===== config.mk =====
export PLATFORM = sky130hd
export DESIGN_NAME = salc_ctrl
export DESIGN_NICKNAME = d
export VERILOG_FILES = /design/src/design/salc_pkg.sv /design/src/design/salc_ctrl.sv
export SDC_FILE = /design/constraint.sdc
export NUM_CORES = 1
export LEC_CHECK = 0
export ABC_AREA = 1
export BUFFER_PORTS_ARGS = -buffer_cell sky130_fd_sc_hd__buf_2
export CAP_MARGIN = 20
export CORE_AREA = 5 5 42 44
export CTS_BUF_LIST = sky130_fd_sc_hd__clkbuf_16
export CTS_CLUSTER_DIAMETER = 50
export DETAILED_ROUTE_END_ITERATION = 6
export DIE_AREA = 0 0 47 49
export HOLD_SLACK_MARGIN = 0.08
export SYNTH_ARGS = -nofsm -noshare
export SYNTH_HDL_FRONTEND = slang
export SYNTH_SLANG_ARGS = --single-unit

===== constraint.sdc =====
create_clock -name clk_i -period 0.9 [get_ports clk_i]
set_input_delay 0.09 -clock clk_i [delete_from_list [all_inputs] [get_ports clk_i]]
set_output_delay 0.09 -clock clk_i [all_outputs]
set_load 0.005 [all_outputs]

===== src/design/salc_pkg.sv =====
// salc_pkg: shared constants, types and helpers for the set-associative
// lru tag store. No dependencies; imported by every other design file but salc_tag_ram.
package salc_pkg;

  // default geometry
  localparam int MAX_SET_BITS_DEF = 8;
  localparam int MAX_WAYS_DEF     = 8;
  localparam int ADDR_WIDTH_DEF   = 64;

  // fixed field widths
  localparam int ADDR_FIELD_W = 64;
  localparam int CNT_W        = 32;
  localparam int STAMP_W      = 32;
  localparam int SET_CFG_W    = 4;
  localparam int WAYS_CFG_W   = 4;
  localparam int BLOCK_CFG_W  = 6;
  localparam int CFG_IDX_W    = 2;
  localparam int CFG_DATA_W   = 6;

  // configuration register indexes
  localparam logic [CFG_IDX_W-1:0] CFG_SET_BITS   = 2'd0;
  localparam logic [CFG_IDX_W-1:0] CFG_WAYS_USED  = 2'd1;
  localparam logic [CFG_IDX_W-1:0] CFG_BLOCK_BITS = 2'd2;

  typedef enum logic [1:0] {
    S_IDLE,
    S_READ,
    S_EVAL,
    S_PUSH
  } salc_state_e;

  // controller -> datapath
  typedef struct packed {
    logic load_item;
    logic mem_rd;
    logic eval;
    logic first_pass;
    logic out_load_now;
    logic out_load_held;
  } salc_cmd_t;

  // datapath -> controller
  typedef struct packed {
    logic modify;
  } salc_sts_t;

  function automatic logic [CNT_W-1:0] sat_inc(input logic [CNT_W-1:0] c);
    sat_inc = (c == {CNT_W{1'b1}}) ? c : c + 1'b1;
  endfunction

endpackage


===== src/design/salc_ctrl.sv =====
// salc_ctrl: sequencer for accept, row read, evaluate/write back and result
// handoff. Depends on salc_pkg for the state enum and command/status structs.
module salc_ctrl import salc_pkg::*; (
  input  logic      clk_i,
  input  logic      rst_ni,
  input  logic      in_valid_i,
  output logic      in_ready_o,
  output logic      out_valid_o,
  input  logic      out_ready_i,
  input  salc_sts_t sts_i,
  output salc_cmd_t cmd_o
);

  salc_state_e state_q, state_d;
  logic        pass_q, pass_d;
  logic        out_valid_q, out_valid_d;
  logic        last_pass;
  logic        slot_free;

  assign last_pass = !(sts_i.modify && !pass_q);
  assign slot_free = !out_valid_q || out_ready_i;

  // next state
  always_comb begin
    state_d = state_q;
    pass_d  = pass_q;
    case (state_q)
      S_IDLE: begin
        if (in_valid_i) begin
          state_d = S_READ;
          pass_d  = 1'b0;
        end
      end
      S_READ: begin
        state_d = S_EVAL;
      end
      S_EVAL: begin
        if (!last_pass) begin
          state_d = S_READ;
          pass_d  = 1'b1;
        end else if (slot_free) begin
          state_d = S_IDLE;
        end else begin
          state_d = S_PUSH;
        end
      end
      S_PUSH: begin
        if (slot_free) begin
          state_d = S_IDLE;
        end
      end
      default: begin
        state_d = S_IDLE;
      end
    endcase
  end

  // outputs
  always_comb begin
    cmd_o      = '0;
    in_ready_o = 1'b0;
    case (state_q)
      S_IDLE: begin
        in_ready_o      = 1'b1;
        cmd_o.load_item = in_valid_i;
      end
      S_READ: begin
        cmd_o.mem_rd = 1'b1;
      end
      S_EVAL: begin
        cmd_o.eval         = 1'b1;
        cmd_o.first_pass   = !pass_q;
        cmd_o.out_load_now = last_pass && slot_free;
      end
      S_PUSH: begin
        cmd_o.out_load_held = slot_free;
      end
      default: begin
        cmd_o = '0;
      end
    endcase
  end

  always_comb begin
    if (cmd_o.out_load_now || cmd_o.out_load_held) begin
      out_valid_d = 1'b1;
    end else if (out_ready_i) begin
      out_valid_d = 1'b0;
    end else begin
      out_valid_d = out_valid_q;
    end
  end

  assign out_valid_o = out_valid_q;

  always_ff @(posedge clk_i or negedge rst_ni) begin
    if (!rst_ni) begin
      state_q     <= S_IDLE;
      pass_q      <= 1'b0;
      out_valid_q <= 1'b0;
    end else begin
      state_q     <= state_d;
      pass_q      <= pass_d;
      out_valid_q <= out_valid_d;
    end
  end

endmodule


==> impl_metrics.env, run 1 <==
export IMPL_synth_fp_nets=41
export IMPL_r2r_start="state_q[0]"
export IMPL_cts_tree="done"
export IMPL_multi_input_area_um2=126
export IMPL_critPathMaxFanout=3
export IMPL_crit_slowest_cell="dfrtp_1"
export IMPL_syn2layout_area_growth_pct=105
export IMPL_start_util_pct=17.0
export IMPL_num_vias=287
export IMPL_hold_viol_final=0
export IMPL_grt_overflow_total=0
export IMPL_clk_pin_slew_ns=0.03
export IMPL_period_minus_slack_ns=1.16
export IMPL_track_usage_pct=7.14
export IMPL_seq_area_um2=101
export IMPL_violations="negative setup slack"
export IMPL_setup_viol=11
export IMPL_power_frac_seq_pct=18.4
export IMPL_drc=0
export IMPL_synth_warnings=0
export IMPL_yosysSeqAreaShare_pct=42.1
export IMPL_vias_per_cell=3.83
export IMPL_final_net_count=66
export IMPL_reg2reg_to="state_q[1]"
export IMPL_synth_area_leaders="dfrtp_1, nor2_1, inv_1"
export IMPL_synth_top_area_share_pct=42.1
export IMPL_path_buf_inv=3
export IMPL_dp_hpwl_um=461
export IMPL_dpl_cell_area_um2=325
export IMPL_critPathTopFamily="flip-flops"
export IMPL_numPortBuffers=12
export IMPL_chipWidth_um=47
export IMPL_rsz0062_at_grt="true"
export IMPL_drt_initial_drc_count=1
export IMPL_period_share_pct=129
export IMPL_placed_cells=65
export IMPL_switchingPower_w=0.000566
export IMPL_clkPwrFrac_pct=38.7
export IMPL_synth_cell_types=10
export IMPL_crit_cells=6
export IMPL_crit_start="state_q[0]"
export IMPL_die_area_um2=2300
export IMPL_cts_buffers=3
export IMPL_pwr_share_comb_pct=42.9
export IMPL_cts_htree_levels=1
export IMPL_worst_slack_ns=-0.258
export IMPL_syn_area_um2=238
export IMPL_cpMostUsedCell="inv_2"
export IMPL_drive_gt1_share_pct=66.1
export IMPL_crit_path_cell_trace="inv_2 -> nand2_4 -> inv_2 -> nand2_2 -> nor2_2 -> buf_2"
export IMPL_detail_route_antenna_nets=0
export IMPL_cp_endpoint="cmd_o[1]"
export IMPL_slew_headroom_pct=90.1
export IMPL_outcome="finished with violations"
export IMPL_post_drt_wl_per_cell_um=9.87
export IMPL_worstRegToRegCells=7
export IMPL_final_fill_count=160
export IMPL_antenna_cells=0
export IMPL_cap_viol_max_count=0
export IMPL_clock_path_buffers=2
export IMPL_die_h_um=49
export IMPL_synth_seq_cells=4
export IMPL_synth_largest_area_cell="dfrtp_1"
export IMPL_ir_drop_uv=1470
export IMPL_grt_start_max_net_pins=5
export IMPL_place_gp_congestion=0.645
export IMPL_startpoint_type="register"
export IMPL_drv_slew=0
export IMPL_clock_skew_ns=0.00118
export IMPL_design_area_um2=487
export IMPL_worstSetupPathType="register to primary output"
export IMPL_syn_area_per_cell_um2=6.60
export IMPL_core_area_um2=1400
export IMPL_grt_pass1_wl_um=1110
export IMPL_synthCells=36
export IMPL_critPathArrivalTime_ns=1.07
export IMPL_hp_class="input port to register"
export IMPL_numClockSinks=4
export IMPL_rrSetupSlack_ns=-0.20
export IMPL_power_density_nw_per_um2=3670
export IMPL_instances_no_fill=75
export IMPL_switching_share_pct=31.7
export IMPL_dr_pass1_iters=2
export IMPL_pin_count=13
export IMPL_core_rowCount=14
export IMPL_worst_setup_path_end_kind="primary output"
export IMPL_fin_util_pct=34.7
export IMPL_max_stage_delay_ns=0.38
export IMPL_power_leakage_nw=0.285
export IMPL_cts_root_buffer="clkbuf_16"
export IMPL_maxClockFrequency_ghz=0.863
export IMPL_antenna_found_initial=0
export IMPL_required_ns=0.81
export IMPL_clkLatencyLatePin_ns=0.22
export IMPL_internal_power_w=0.00122
export IMPL_grt_pass1_vias=260
export IMPL_wl_um=740
export IMPL_worstMarginPinSlew_ns=0.148
==> power groups by stage <==
stage          logic (W)  clock network [W]  registers [W]
3_3_place_gp    0.000521                  0       0.000306
5_1_grt         0.000855           0.000722       0.000339
2_1_floorplan   0.000313                  0       0.000306
4_1_cts         0.000627           0.000701       0.000316
3_5_place_dp    0.000530                  0       0.000309
6_report        0.000765           0.000691       0.000328
==> timing repair <==
action,in CTS,in global routing
pin swaps,4,2
buffers inserted,2,4
resized for setup,5,8
endpoints found under the hold margin,4,0
hold buffers,1,0
setup endpoints to repair,7,11
==> metal layers <==
metal  part of all wire [%]  track usage, %  up-vias
met1                     35            7.78      129
met2                     54            9.73       11
met3                     12            7.38        0
met4                      0            1.38        0
li1                       -               -      147
met5                      0               0        -
==> area by class of cell <==
type / instances / share of cell area [%]
Inverter: 9 / 6.94
Multi-Input combinational cell: 22 / 26.0
Sequential cell: 4 / 20.8
Clock buffer: 3 / 15.4
Tap cell: 16 / 4.11
Timing Repair Buffer: 21 / 26.7
==> worst min-delay path, delay by kind of cell <==
| family | cells | cell delay (ns) |
|---|---|---|
| and+or+nand+nor | 3 | 0.19 |
| buffers and inverters | 1 | 0.09 |
==> state kept, by name, summed over array words and instances, names as in the netlist <==
| signal | count |
|---|---|
| out_valid_o | 1 |
| state_q | 2 |
| pass_q | 1 |
==> cell usage in the layout, fill, tap and decap left out <==
cell	netlist	layout
buf_2	0	12
buf_4	1	8
clkbuf_16	0	3
dfrtp_1	4	3
dfrtp_2	0	1
dlygate4sd3_1	0	1
inv_1	8	5
inv_2	1	4
nand2_1	8	4
nand2_2	1	4
nand2_4	0	1
nand3_2	0	1
nor2_1	9	7
nor2_2	2	3
nor2_4	0	1
o21ai_2	1	1
==> worst min path at each step <==
stage	startpoint	endpoint	slack, ns	cells past startpoint
global route	sts_i	state_q[1]	0.21	4
finish	sts_i	state_q[1]	0.18	4
CTS	sts_i	state_q[1]	0.20	4
floorplan	rst_ni	out_valid_o	-0.21	0
global placement	rst_ni	out_valid_o	-0.1	1
detailed placement	rst_ni	out_valid_o	-0.1	1
==> metrics by stage <==
stage	setup TNS, ns	power (W)	setup slack, ns	hold WS (ns)
floorplan	0	0.000619	0.0822	-0.206
global placement	-0.0287	0.000827	-0.0244	-0.0984
detailed placement	-0.0279	0.000839	-0.0260	-0.0959
CTS	-1.56	0.00164	-0.240	0.196
global route	-2.51	0.00192	-0.332	0.207
finish	-1.88	0.00178	-0.258	0.181
==> Yosys cell counts <==
library cell	instances
nand2_2	1
nor2_1	9
nand2_1	8
nor2_2	2
nand3_1	1
buf_4	1
o21ai_2	1
dfrtp_1	4
inv_2	1
inv_1	8
==> kinds of logic (layout without fill, tap and decap cells) <==
kind of cell,after synthesis,after routing,share of synthesized area (%)
flip-flops,4,4,42.1
AO/OA/AOI/OAI,1,1,3.68
AND/OR/NAND/NOR,21,21,36.8
buffers and inverters,10,33,17.4
Power figures use the tool's default switching activity.
==> run 2: changes to the inputs <==
Settings changed: PLACE_DENSITY from default to 0.4.
==> run 2 against run 1 <==
The run still ends with negative setup slack left. Sequential share of layout area is 1.2 points lower. Via count is 1.0% higher. Cell area is 6.2% higher. Global-route usage is 0.70 points higher. Sequential cell count stayed put. Setup slack better by 0.0028 ns.
==> impl_metrics.env, run 2 (synthesis gave the netlist of run 1 again) <==
export IMPL_period_share_pct=128
export IMPL_instances_no_fill=76
export IMPL_violations="negative setup slack"
export IMPL_worst_setup_path_end_kind="primary output"
export IMPL_core_area_um2=1400
export IMPL_pin_count=13
export IMPL_vias_per_cell=3.82
export IMPL_dr_pass1_iters=2
export IMPL_numClockSinks=4
export IMPL_r2r_start="state_q[0]"
export IMPL_placed_cells=65
export IMPL_numPortBuffers=12
export IMPL_die_h_um=49
export IMPL_rsz0062_at_grt="true"
export IMPL_setup_viol=11
export IMPL_antenna_found_initial=0
export IMPL_regMostFlops="state_q"
export IMPL_final_common_cell="buf_2"
export IMPL_syn2layout_area_growth_pct=117
export IMPL_mostFrequentLayoutCells="buf_2, buf_4, nor2_1"
export IMPL_hp_class="input port to register"
export IMPL_wl_um=777
export IMPL_period_minus_slack_ns=1.16
export IMPL_critPathMaxFanout=3
export IMPL_grt_pass1_vias=309
export IMPL_outcome="finished with violations"
export IMPL_hold_viol_final=0
export IMPL_crit_start="state_q[0]"
export IMPL_cts_root_buffer="clkbuf_16"
export IMPL_worstRegToRegCells=6
export IMPL_clock_path_buffers=2
export IMPL_worst_slack_ns=-0.256
export IMPL_fin_util_pct=36.9
export IMPL_reg2reg_to="state_q[1]"
export IMPL_drt_initial_drc_count=2
export IMPL_core_rowCount=14
export IMPL_chipWidth_um=47
export IMPL_detail_route_antenna_nets=0
export IMPL_final_net_count=67
export IMPL_antenna_cells=0
export IMPL_die_area_um2=2300
export IMPL_grt_overflow_total=0
export IMPL_cts_htree_levels=1
export IMPL_maxClockFrequency_ghz=0.865
export IMPL_largest_reg_flops=2
export IMPL_grt_start_max_net_pins=5
export IMPL_drive_gt1_share_pct=66.7
export IMPL_clock_skew_ns=0.000689
export IMPL_track_usage_pct=7.83
export IMPL_dp_hpwl_um=499
export IMPL_startpoint_type="register"
export IMPL_cts_tree="done"
export IMPL_ir_drop_uv=1690
export IMPL_worstMarginPinSlew_ns=0.157
export IMPL_setup_tns_final_ns=-1.71
export IMPL_post_drt_wl_per_cell_um=10.2
export IMPL_slew_headroom_pct=89.6
export IMPL_worstSetupPathType="register to primary output"
export IMPL_grt_pass1_wl_um=1260
export IMPL_drc=0
export IMPL_critPathArrivalTime_ns=1.07
export IMPL_rrSetupSlack_ns=-0.12
export IMPL_required_ns=0.81
export IMPL_num_vias=290
export IMPL_drv_slew=0
export IMPL_place_gp_congestion=0.712
export IMPL_preCtsSetupSlack_ns=-0.0276
export IMPL_clk_pin_slew_ns=0.03
export IMPL_start_util_pct=17.0
export IMPL_power_density_nw_per_um2=3790
export IMPL_cts_buffers=3
export IMPL_cp_endpoint="cmd_o[1]"
export IMPL_cap_viol_max_count=0
export IMPL_power_leakage_nw=0.302
export IMPL_clkLatencyLatePin_ns=0.22
-- run 2: per-stage QoR --
step / total power (W) / hold slack, ns / instance area (µm²)
final: 0.00196 / 0.200 / 517
after global routing: 0.00209 / 0.224 / 517
after CTS: 0.00183 / 0.193 / 477
after detailed placement: 0.000857 / -0.0939 / 325
after global placement: 0.000860 / -0.0943 / 325
after floorplan: 0.000619 / -0.206 / 238
-- run 2: worst max-delay path: stages, from the launching register on --
cell and delay (ns):
dfrtp_1 0.38, inv_2 0.10, nand2_4 0.06, inv_2 0.06, nand2_2 0.04, nor2_1 0.09, buf_2 0.11
-- run 2: worst min path at each step --
stage / slack [ns] / to / from / depth (start not counted)
finish: 0.20 / state_q[1] / sts_i / 4
global route: 0.22 / out_valid_o / out_ready_i / 4
CTS: 0.19 / state_q[1] / sts_i / 4
detailed placement: -0.09 / pass_q / rst_ni / 1
global placement: -0.09 / pass_q / rst_ni / 1
floorplan: -0.21 / out_valid_o / rst_ni / 0
-- run 2: report_power, final --
group	internal (W)	leakage (nW)	total [W]	switching, W
registers	0.000262	0.0496	0.000347	0.0000843
clock network	0.000568	0.0370	0.000696	0.000128
logic	0.000498	0.215	0.000917	0.000419
total	0.00133	0.302	0.00196	0.000632
-- run 2: what timing repair did --
| item | CTS | global route |
|---|---|---|
| hold endpoints to repair | 4 | 0 |
| pin swaps | 3 | 4 |
| resized for setup | 13 | 5 |
| hold buffers | 1 | 0 |
| buffers inserted | 4 | 4 |
| cloned | 0 | 0 |
| endpoints found under the setup margin | 7 | 10 |
-- run 2: routing by layer --
metal | track usage [%] | vias to the layer above | share of wire [%]
met2 | 12.7 | 10 | 55
met1 | 7.08 | 131 | 35
met5 | 0 | - | 0
li1 | - | 149 | -
met3 | 6.27 | 0 | 9.5
met4 | 2.76 | 0 | 0
-- run 2: final cells by class --
cell class                 instances  area, µm²
timing repair buffer              22        148
fill                             146        885
tap                               16       20.0
sequential                         4        101
inverter                           9       33.8
clock buffer                       3       75.1
multi-input combinational         22        139
