File: config.mk
export PLATFORM = sky130hd
export DESIGN_NAME = salc_datapath
export DESIGN_NICKNAME = d
export VERILOG_FILES = /design/src/design/salc_pkg.sv /design/src/design/salc_datapath.sv
export SDC_FILE = /design/constraint.sdc
export NUM_CORES = 2
export LEC_CHECK = 0
export BUFFER_PORTS_ARGS = -buffer_cell sky130_fd_sc_hd__buf_2
export CORE_AREA = 8 8 675 677
export DETAILED_ROUTE_END_ITERATION = 12
export DIE_AREA = 0 0 683 685
export GPL_TIMING_DRIVEN = 0
export PLACE_DENSITY_LB_ADDON = 0.3
export REMOVE_ABC_BUFFERS = 1
export SETUP_SLACK_MARGIN = 0.3
export SYNTH_ARGS = -nofsm -noshare
export SYNTH_HDL_FRONTEND = slang
export SYNTH_SLANG_ARGS = --single-unit
File: constraint.sdc
create_clock -name clk_i -period 12.68 [get_ports clk_i]
set_input_delay 0.634 -clock clk_i [delete_from_list [all_inputs] [get_ports clk_i]]
set_output_delay 0.634 -clock clk_i [all_outputs]
set_load 0.01 [all_outputs]
File: src/design/salc_pkg.sv
// salc_pkg: shared constants, types and helpers for the set-associative
// lru tag store. No dependencies; imported by every other design file but salc_tag_ram.
package salc_pkg;

  // default geometry
  localparam int MAX_SET_BITS_DEF = 8;
  localparam int MAX_WAYS_DEF     = 8;
  localparam int ADDR_WIDTH_DEF   = 64;

  // fixed field widths
  localparam int ADDR_FIELD_W = 64;
  localparam int CNT_W        = 32;
  localparam int STAMP_W      = 32;
  localparam int SET_CFG_W    = 4;
  localparam int WAYS_CFG_W   = 4;
  localparam int BLOCK_CFG_W  = 6;
  localparam int CFG_IDX_W    = 2;
  localparam int CFG_DATA_W   = 6;

  // configuration register indexes
  localparam logic [CFG_IDX_W-1:0] CFG_SET_BITS   = 2'd0;
  localparam logic [CFG_IDX_W-1:0] CFG_WAYS_USED  = 2'd1;
  localparam logic [CFG_IDX_W-1:0] CFG_BLOCK_BITS = 2'd2;

  typedef enum logic [1:0] {
    S_IDLE,
    S_READ,
    S_EVAL,
    S_PUSH
  } salc_state_e;

  // controller -> datapath
  typedef struct packed {
    logic load_item;
    logic mem_rd;
    logic eval;
    logic first_pass;
    logic out_load_now;
    logic out_load_held;
  } salc_cmd_t;

  // datapath -> controller
  typedef struct packed {
    logic modify;
  } salc_sts_t;

  function automatic logic [CNT_W-1:0] sat_inc(input logic [CNT_W-1:0] c);
    sat_inc = (c == {CNT_W{1'b1}}) ? c : c + 1'b1;
  endfunction

endpackage

File: src/design/salc_datapath.sv
// salc_datapath: config registers, address split, way compare, lru victim
// tree, row update, counters and result register. Depends on salc_pkg.
module salc_datapath import salc_pkg::*; #(
  parameter int MAX_SET_BITS = MAX_SET_BITS_DEF,
  parameter int MAX_WAYS     = MAX_WAYS_DEF,
  parameter int ADDR_WIDTH   = ADDR_WIDTH_DEF,
  parameter int SET_IW       = (MAX_SET_BITS > 0) ? MAX_SET_BITS : 1,
  parameter int ROW_W        = MAX_WAYS * (1 + ADDR_WIDTH + STAMP_W)
) (
  input  logic                    clk_i,
  input  logic                    rst_ni,
  input  logic                    cfg_we_i,
  input  logic [CFG_IDX_W-1:0]    cfg_idx_i,
  input  logic [CFG_DATA_W-1:0]   cfg_data_i,
  input  salc_cmd_t               cmd_i,
  output salc_sts_t               sts_o,
  input  logic                    command_i,
  input  logic [ADDR_FIELD_W-1:0] address_i,
  output logic                    mem_we_o,
  output logic [SET_IW-1:0]       mem_waddr_o,
  output logic [ROW_W-1:0]        mem_wdata_o,
  output logic                    mem_re_o,
  output logic [SET_IW-1:0]       mem_raddr_o,
  input  logic [ROW_W-1:0]        mem_rdata_i,
  output logic                    hit_o,
  output logic                    evicted_o,
  output logic [CNT_W-1:0]        hits_total_o,
  output logic [CNT_W-1:0]        misses_total_o,
  output logic [CNT_W-1:0]        evictions_total_o
);

  localparam int NUM_SETS = 1 << MAX_SET_BITS;
  localparam int LINE_W   = 1 + ADDR_WIDTH + STAMP_W;
  localparam int WAY_IW   = (MAX_WAYS > 1) ? $clog2(MAX_WAYS) : 1;
  localparam int P        = 1 << WAY_IW;
  localparam int NW_W     = ($clog2(MAX_WAYS + 1) > WAYS_CFG_W) ?
                            $clog2(MAX_WAYS + 1) : WAYS_CFG_W;
  localparam int SBC_W    = ($clog2(MAX_SET_BITS + 1) > SET_CFG_W) ?
                            $clog2(MAX_SET_BITS + 1) : SET_CFG_W;
  localparam int SH_W     = ((SBC_W > BLOCK_CFG_W) ? SBC_W : BLOCK_CFG_W) + 1;

  // configuration
  logic [SET_CFG_W-1:0]   set_bits_q;
  logic [WAYS_CFG_W-1:0]  ways_used_q;
  logic [BLOCK_CFG_W-1:0] block_bits_q;

  always_ff @(posedge clk_i or negedge rst_ni) begin
    if (!rst_ni) begin
      set_bits_q   <= '0;
      ways_used_q  <= WAYS_CFG_W'(1);
      block_bits_q <= '0;
    end else if (cfg_we_i) begin
      case (cfg_idx_i)
        CFG_SET_BITS:   set_bits_q   <= cfg_data_i[SET_CFG_W-1:0];
        CFG_WAYS_USED:  ways_used_q  <= cfg_data_i[WAYS_CFG_W-1:0];
        CFG_BLOCK_BITS: block_bits_q <= cfg_data_i[BLOCK_CFG_W-1:0];
        default: ;
      endcase
    end
  end

  // address split
  logic [SBC_W-1:0]      sb;
  logic [ADDR_WIDTH-1:0] addr_m, off_shift, tag_d;
  logic [SET_IW-1:0]     set_d;
  logic [SH_W-1:0]       tag_sh;

  always_comb begin
    sb        = (SBC_W'(set_bits_q) > SBC_W'(MAX_SET_BITS)) ?
                SBC_W'(MAX_SET_BITS) : SBC_W'(set_bits_q);
    addr_m    = address_i[ADDR_WIDTH-1:0];
    off_shift = addr_m >> block_bits_q;
    set_d     = off_shift[SET_IW-1:0] & ~({SET_IW{1'b1}} << sb);
    tag_sh    = SH_W'(block_bits_q) + SH_W'(sb);
    tag_d     = addr_m >> tag_sh;
  end

  logic [SET_IW-1:0]     set_q;
  logic [ADDR_WIDTH-1:0] tag_q;
  logic                  modify_q;

  always_ff @(posedge clk_i) begin
    if (cmd_i.load_item) begin
      set_q    <= set_d;
      tag_q    <= tag_d;
      modify_q <= command_i;
    end
  end

  assign sts_o.modify = modify_q;

  // rows never written read as all zero
  logic [NUM_SETS-1:0] row_seen_q;
  logic                seen_rd_q;

  always_ff @(posedge clk_i or negedge rst_ni) begin
    if (!rst_ni) begin
      row_seen_q <= '0;
    end else if (cmd_i.eval) begin
      row_seen_q[set_q] <= 1'b1;
    end
  end

  always_ff @(posedge clk_i) begin
    if (cmd_i.mem_rd) begin
      seen_rd_q <= row_seen_q[set_q];
    end
  end

  assign mem_re_o    = cmd_i.mem_rd;
  assign mem_raddr_o = set_q;

  // way evaluation
  logic [ROW_W-1:0]      row;
  logic [MAX_WAYS-1:0]   lv, rng, match_v, stop_v;
  logic [ADDR_WIDTH-1:0] lt [MAX_WAYS];
  logic [STAMP_W-1:0]    ls [MAX_WAYS];
  logic [NW_W-1:0]       nw;
  logic [WAY_IW-1:0]     sel;
  logic                  found;

  always_comb begin
    row = seen_rd_q ? mem_rdata_i : '0;
    if (ways_used_q == '0) begin
      nw = NW_W'(1);
    end else if (NW_W'(ways_used_q) > NW_W'(MAX_WAYS)) begin
      nw = NW_W'(MAX_WAYS);
    end else begin
      nw = NW_W'(ways_used_q);
    end
    for (int w = 0; w < MAX_WAYS; w++) begin
      ls[w]      = row[w*LINE_W +: STAMP_W];
      lt[w]      = row[w*LINE_W + STAMP_W +: ADDR_WIDTH];
      lv[w]      = row[w*LINE_W + STAMP_W + ADDR_WIDTH];
      rng[w]     = NW_W'(w) < nw;
      match_v[w] = rng[w] && lv[w] && (lt[w] == tag_q);
      stop_v[w]  = match_v[w] || (rng[w] && !lv[w]);
    end
    // first way that is a hit or free
    sel   = '0;
    found = 1'b0;
    for (int w = MAX_WAYS - 1; w >= 0; w--) begin
      if (stop_v[w]) begin
        sel   = WAY_IW'(w);
        found = 1'b1;
      end
    end
  end

  // lru victim: tree over ways, lower index wins ties
  logic               node_ok [2*P];
  logic [STAMP_W-1:0] node_st [2*P];
  logic [WAY_IW-1:0]  node_ix [2*P];

  always_comb begin
    for (int i = 0; i < 2*P; i++) begin
      node_ok[i] = 1'b0;
      node_st[i] = '0;
      node_ix[i] = '0;
    end
    for (int i = 0; i < MAX_WAYS; i++) begin
      node_ok[P+i] = rng[i];
      node_st[P+i] = ls[i];
      node_ix[P+i] = WAY_IW'(i);
    end
    for (int n = P - 1; n >= 1; n--) begin
      if (node_ok[2*n+1] && (!node_ok[2*n] || node_st[2*n+1] < node_st[2*n])) begin
        node_ok[n] = 1'b1;
        node_st[n] = node_st[2*n+1];
        node_ix[n] = node_ix[2*n+1];
      end else begin
        node_ok[n] = node_ok[2*n];
        node_st[n] = node_st[2*n];
        node_ix[n] = node_ix[2*n];
      end
    end
  end

  logic [WAY_IW-1:0]  way;
  logic               ev_hit, ev_evict;
  logic [STAMP_W-1:0] use_q, use_d;
  logic [CNT_W-1:0]   hits_q, hits_d, miss_q, miss_d, evic_q, evic_d;
  logic [ROW_W-1:0]   new_row;

  always_comb begin
    ev_hit   = found && match_v[sel];
    ev_evict = !found;
    way      = found ? sel : node_ix[1];
    use_d    = use_q + 1'b1;
    hits_d   = ev_hit ? sat_inc(hits_q) : hits_q;
    miss_d   = ev_hit ? miss_q : sat_inc(miss_q);
    evic_d   = ev_evict ? sat_inc(evic_q) : evic_q;
    new_row  = row;
    for (int w = 0; w < MAX_WAYS; w++) begin
      if (WAY_IW'(w) == way) begin
        new_row[w*LINE_W +: LINE_W] = {1'b1, tag_q, use_d};
      end
    end
  end

  assign mem_we_o    = cmd_i.eval;
  assign mem_waddr_o = set_q;
  assign mem_wdata_o = new_row;

  always_ff @(posedge clk_i or negedge rst_ni) begin
    if (!rst_ni) begin
      use_q  <= '0;
      hits_q <= '0;
      miss_q <= '0;
      evic_q <= '0;
    end else if (cmd_i.eval) begin
      use_q  <= use_d;
      hits_q <= hits_d;
      miss_q <= miss_d;
      evic_q <= evic_d;
    end
  end

  // flags of the first lookup of a word
  logic first_hit_q, first_evict_q;

  always_ff @(posedge clk_i) begin
    if (cmd_i.eval && cmd_i.first_pass) begin
      first_hit_q   <= ev_hit;
      first_evict_q <= ev_evict;
    end
  end

  // result register
  logic             out_hit_q, out_evict_q;
  logic [CNT_W-1:0] out_hits_q, out_miss_q, out_evic_q;

  always_ff @(posedge clk_i) begin
    if (cmd_i.out_load_now) begin
      out_hit_q   <= cmd_i.first_pass ? ev_hit : first_hit_q;
      out_evict_q <= cmd_i.first_pass ? ev_evict : first_evict_q;
      out_hits_q  <= hits_d;
      out_miss_q  <= miss_d;
      out_evic_q  <= evic_d;
    end else if (cmd_i.out_load_held) begin
      out_hit_q   <= first_hit_q;
      out_evict_q <= first_evict_q;
      out_hits_q  <= hits_q;
      out_miss_q  <= miss_q;
      out_evic_q  <= evic_q;
    end
  end

  assign hit_o             = out_hit_q;
  assign evicted_o         = out_evict_q;
  assign hits_total_o      = out_hits_q;
  assign misses_total_o    = out_miss_q;
  assign evictions_total_o = out_evic_q;

endmodule

==> results.ini <==
[placed_design]
hpwl_um = 571200
pre_cts_ws_ns = -4.333
place_congestion = 1.037
io_buffers = 1749
placed_area_um2 = 79860

[global_route]
track_usage_pct = 27.28
grt_pass1_wl_um = 823800
antenna_found_initial = 359
grt_pass1_vias = 68860
overflow = 0
grt_max_degree = 110

[critical_path]
crit_fanout = 9
cp_data_required_time_ns = 12.05
crit_slowest_cell = or3_4
cp-start-kind = flop
crit_type = flop to output pin
crit_top_cell = buf_16
critPathArrivalTime_ns = 11.72
cpPeakStageDelay_ns = 0.52
endpoint_kind = output pin

[synthesis]
ys_async_sr_fraction_pct = 69.58
synth_ff_type = dfrtp_1
synth_area_leaders = dfrtp_1, mux2i_1, edfxtp_1, nand2_1, ha_1
synth_top_area_share_pct = 16.25
synth_edf_count = 174
synth_cell_types = 95
ys_top_cells_by_count = nand2_1, mux2i_1, nor2_1
synth_most_common_cell = nand2_1
yosysSeqAreaShare_pct = 24.84
synth-seq-cells = 572
postSynthAreaPerCell_um2 = 8.218
synth_top_area_cell = dfrtp_1
netlist_area_um2 = 61140
syn_inst = 7440
yosysWarnings = 0

[sta]
slew_headroom_pct = -14.52
hold_violations = 0
max_freq_ghz = 0.08097
period_share_pct = 97.40
worstMarginPinSlew_ns = 1.718
min_period_ns = 12.35
finalMaxSlewViolations = 348
fin_skew_ns = 0.05187
rsz0062_at_grt = yes
setup_viol = 0
layout_setup_ws_ns = 0.3295

[finish]
nets = 10200
final_area_um2 = 87600
nFillCells = 49930
drive_gt1_share_pct = 31.58
multi_input_area_um2 = 44490
register_area_um2 = 15190
area_growth_pct = 43.27

[floorplan]
dieArea_um2 = 467900
initial_core_util_pct = 13.76
dieWidth_um = 683
num_rows = 245
io_pins = 1751
die_y_um = 685
fp.coreArea_um2 = 444200

[route]
drcViolationCount = 0
routed-via-count = 74380
postRouteAntennaNets = 0
viasPerCell = 4.856
wl_per_cell_um = 44.26
wirelength_um = 678000
dr.pass1.iters = 7
drt_iter0_markers = 9512

[cts]
htree_levels = 3
numCtsBuffers = 73
clkSlewWorstSetupHoldPaths_ns = 0.07
cts_root_buf = clkbuf_16
clock_sinks = 572
cts_tree = yes
clockBufferDepth = 3
worstSkewPairLatency_ns = 0.70

[power_and_ir_drop]
ir_drop_mv = 0.1423
power_density_nw_per_um2 = 243.6
p_leak_nw = 41.72

[run]
cap_violations = 22

[run_status]
status = finished, violations left
violations = max-capacitance violations, max-slew violations

[worst_hold_path]
hp-class = input pin to flop

## cells in the final DEF (no fill, tap or decap), types with 102 or more instances in the layout
master,n
nor2b_1,165
nor4_1,102
nor2_1,440
nand2b_1,106
mux4_2,111
xor2_1,195
edfxtp_1,174
buf_2,1709
nand3_1,210
a21oi_1,233
o22ai_1,118
ha_1,209
xnor2_1,189
inv_1,181
a21o_1,253
nand2_1,1172
nand4_1,130
buf_16,126
dfrtp_1,393
o21ai_0,270
buf_4,188
mux2i_1,851
diode_2,211
## cells by family (layout without fill, tap and decap cells)
group	count (synthesis)	in the layout	share of synthesized area, %
and+or+nand+nor	2786	2790	21.57
muxes	1136	1136	21.07
AOI/OAI and AO/OA	1483	1485	16.48
adders and majority gates	223	223	4.576
other	1	212	0.006133
buffers and inverters	846	2579	5.828
xor gates and xnor gates	393	393	5.630
DFF	572	572	24.84
## flip-flops by register name, summed over array words and instances (netlist names), 32 cells and up
name,flops
row_seen_q,256
tag_q,64
evic_q,32
evictions_total_o,32
hits_q,32
hits_total_o,32
miss_q,32
misses_total_o,32
use_q,32
## critical path, delay by kind of cell (launching register included)
kind	cells	cell delay, ns
DFF	1	0.38
AOI/OAI and AO/OA	10	2.31
adders and majority gates	3	0.79
and+or+nand+nor	15	3.11
muxes	1	0.49
buffers and inverters	24	3.71
## layer usage
layer,global-route usage [%],vias to the layer above,share of wire [%],wire [µm]
li1,-,30660,-,-
met1,29.04,37120,35,236200
met2,42.94,4898,44,298100
met3,12.75,1541,12,82820
met4,18.58,162,8.8,59890
met5,0,-,0.16,1055
## report_power, final
part / switching [W] / leakage (nW) / internal [W]
sequential: 0.00115 / 7.19 / 0.00237
combinational: 0.0104 / 33.4 / 0.00533
clock: 0.000945 / 1.18 / 0.00121
total: 0.0124 / 41.7 / 0.00890
## final timing paths
kind                            cells after the start  slack [ns]           endpoint            from
worst max register to register                     14        2.92  misses_total_o[2]       tag_q[22]
worst min register to register                      1        0.45     row_seen_q[87]  row_seen_q[87]
worst max-delay path                               53        0.33    mem_wdata_o[34]       seen_rd_q
max in group asynchronous                           4       10.78           use_q[3]          rst_ni
worst min-delay path                                1        0.10              sts_o       command_i
min in group asynchronous                           2        0.38    row_seen_q[158]          rst_ni
## cell type report
type / instances / share of cell area, %
multi-input cells: 6028 / 50.79
repair buffers: 2211 / 18.92
flip-flops and latches: 572 / 17.34
well taps: 5928 / 8.467
clock buffers: 102 / 2.361
inverters: 231 / 1.034
diodes: 211 / 0.6028
clock inverters: 32 / 0.4185
repair inverters: 3 / 0.05428
## per-stage QoR
step	util (%)	setup TNS [ns]	power, W	hold slack, ns	std cells
floorplan	-	-	0.01002	0.3384	6825
global placement	16.80	-	0.01517	0.4323	14500
detailed placement	17.98	-2741.77	0.01706	0.4387	14730
CTS	19.00	0	0.02006	0.03072	14950
global route	19.66	0	0.02190	0.05693	15210
finish	19.72	0	0.02134	0.1035	15320
## timing repair
| action | in CTS | in global routing |
|---|---|---|
| hold buffers | 1 | 0 |
| pin swaps | 38 | 67 |
| cloned | 11 | 23 |
| endpoints found under the setup margin | 775 | 735 |
| hold endpoints to repair | 21 | 0 |
| resized for setup | 255 | 216 |
| setup buffers | 70 | 129 |
Power figures use the tool's default switching activity.
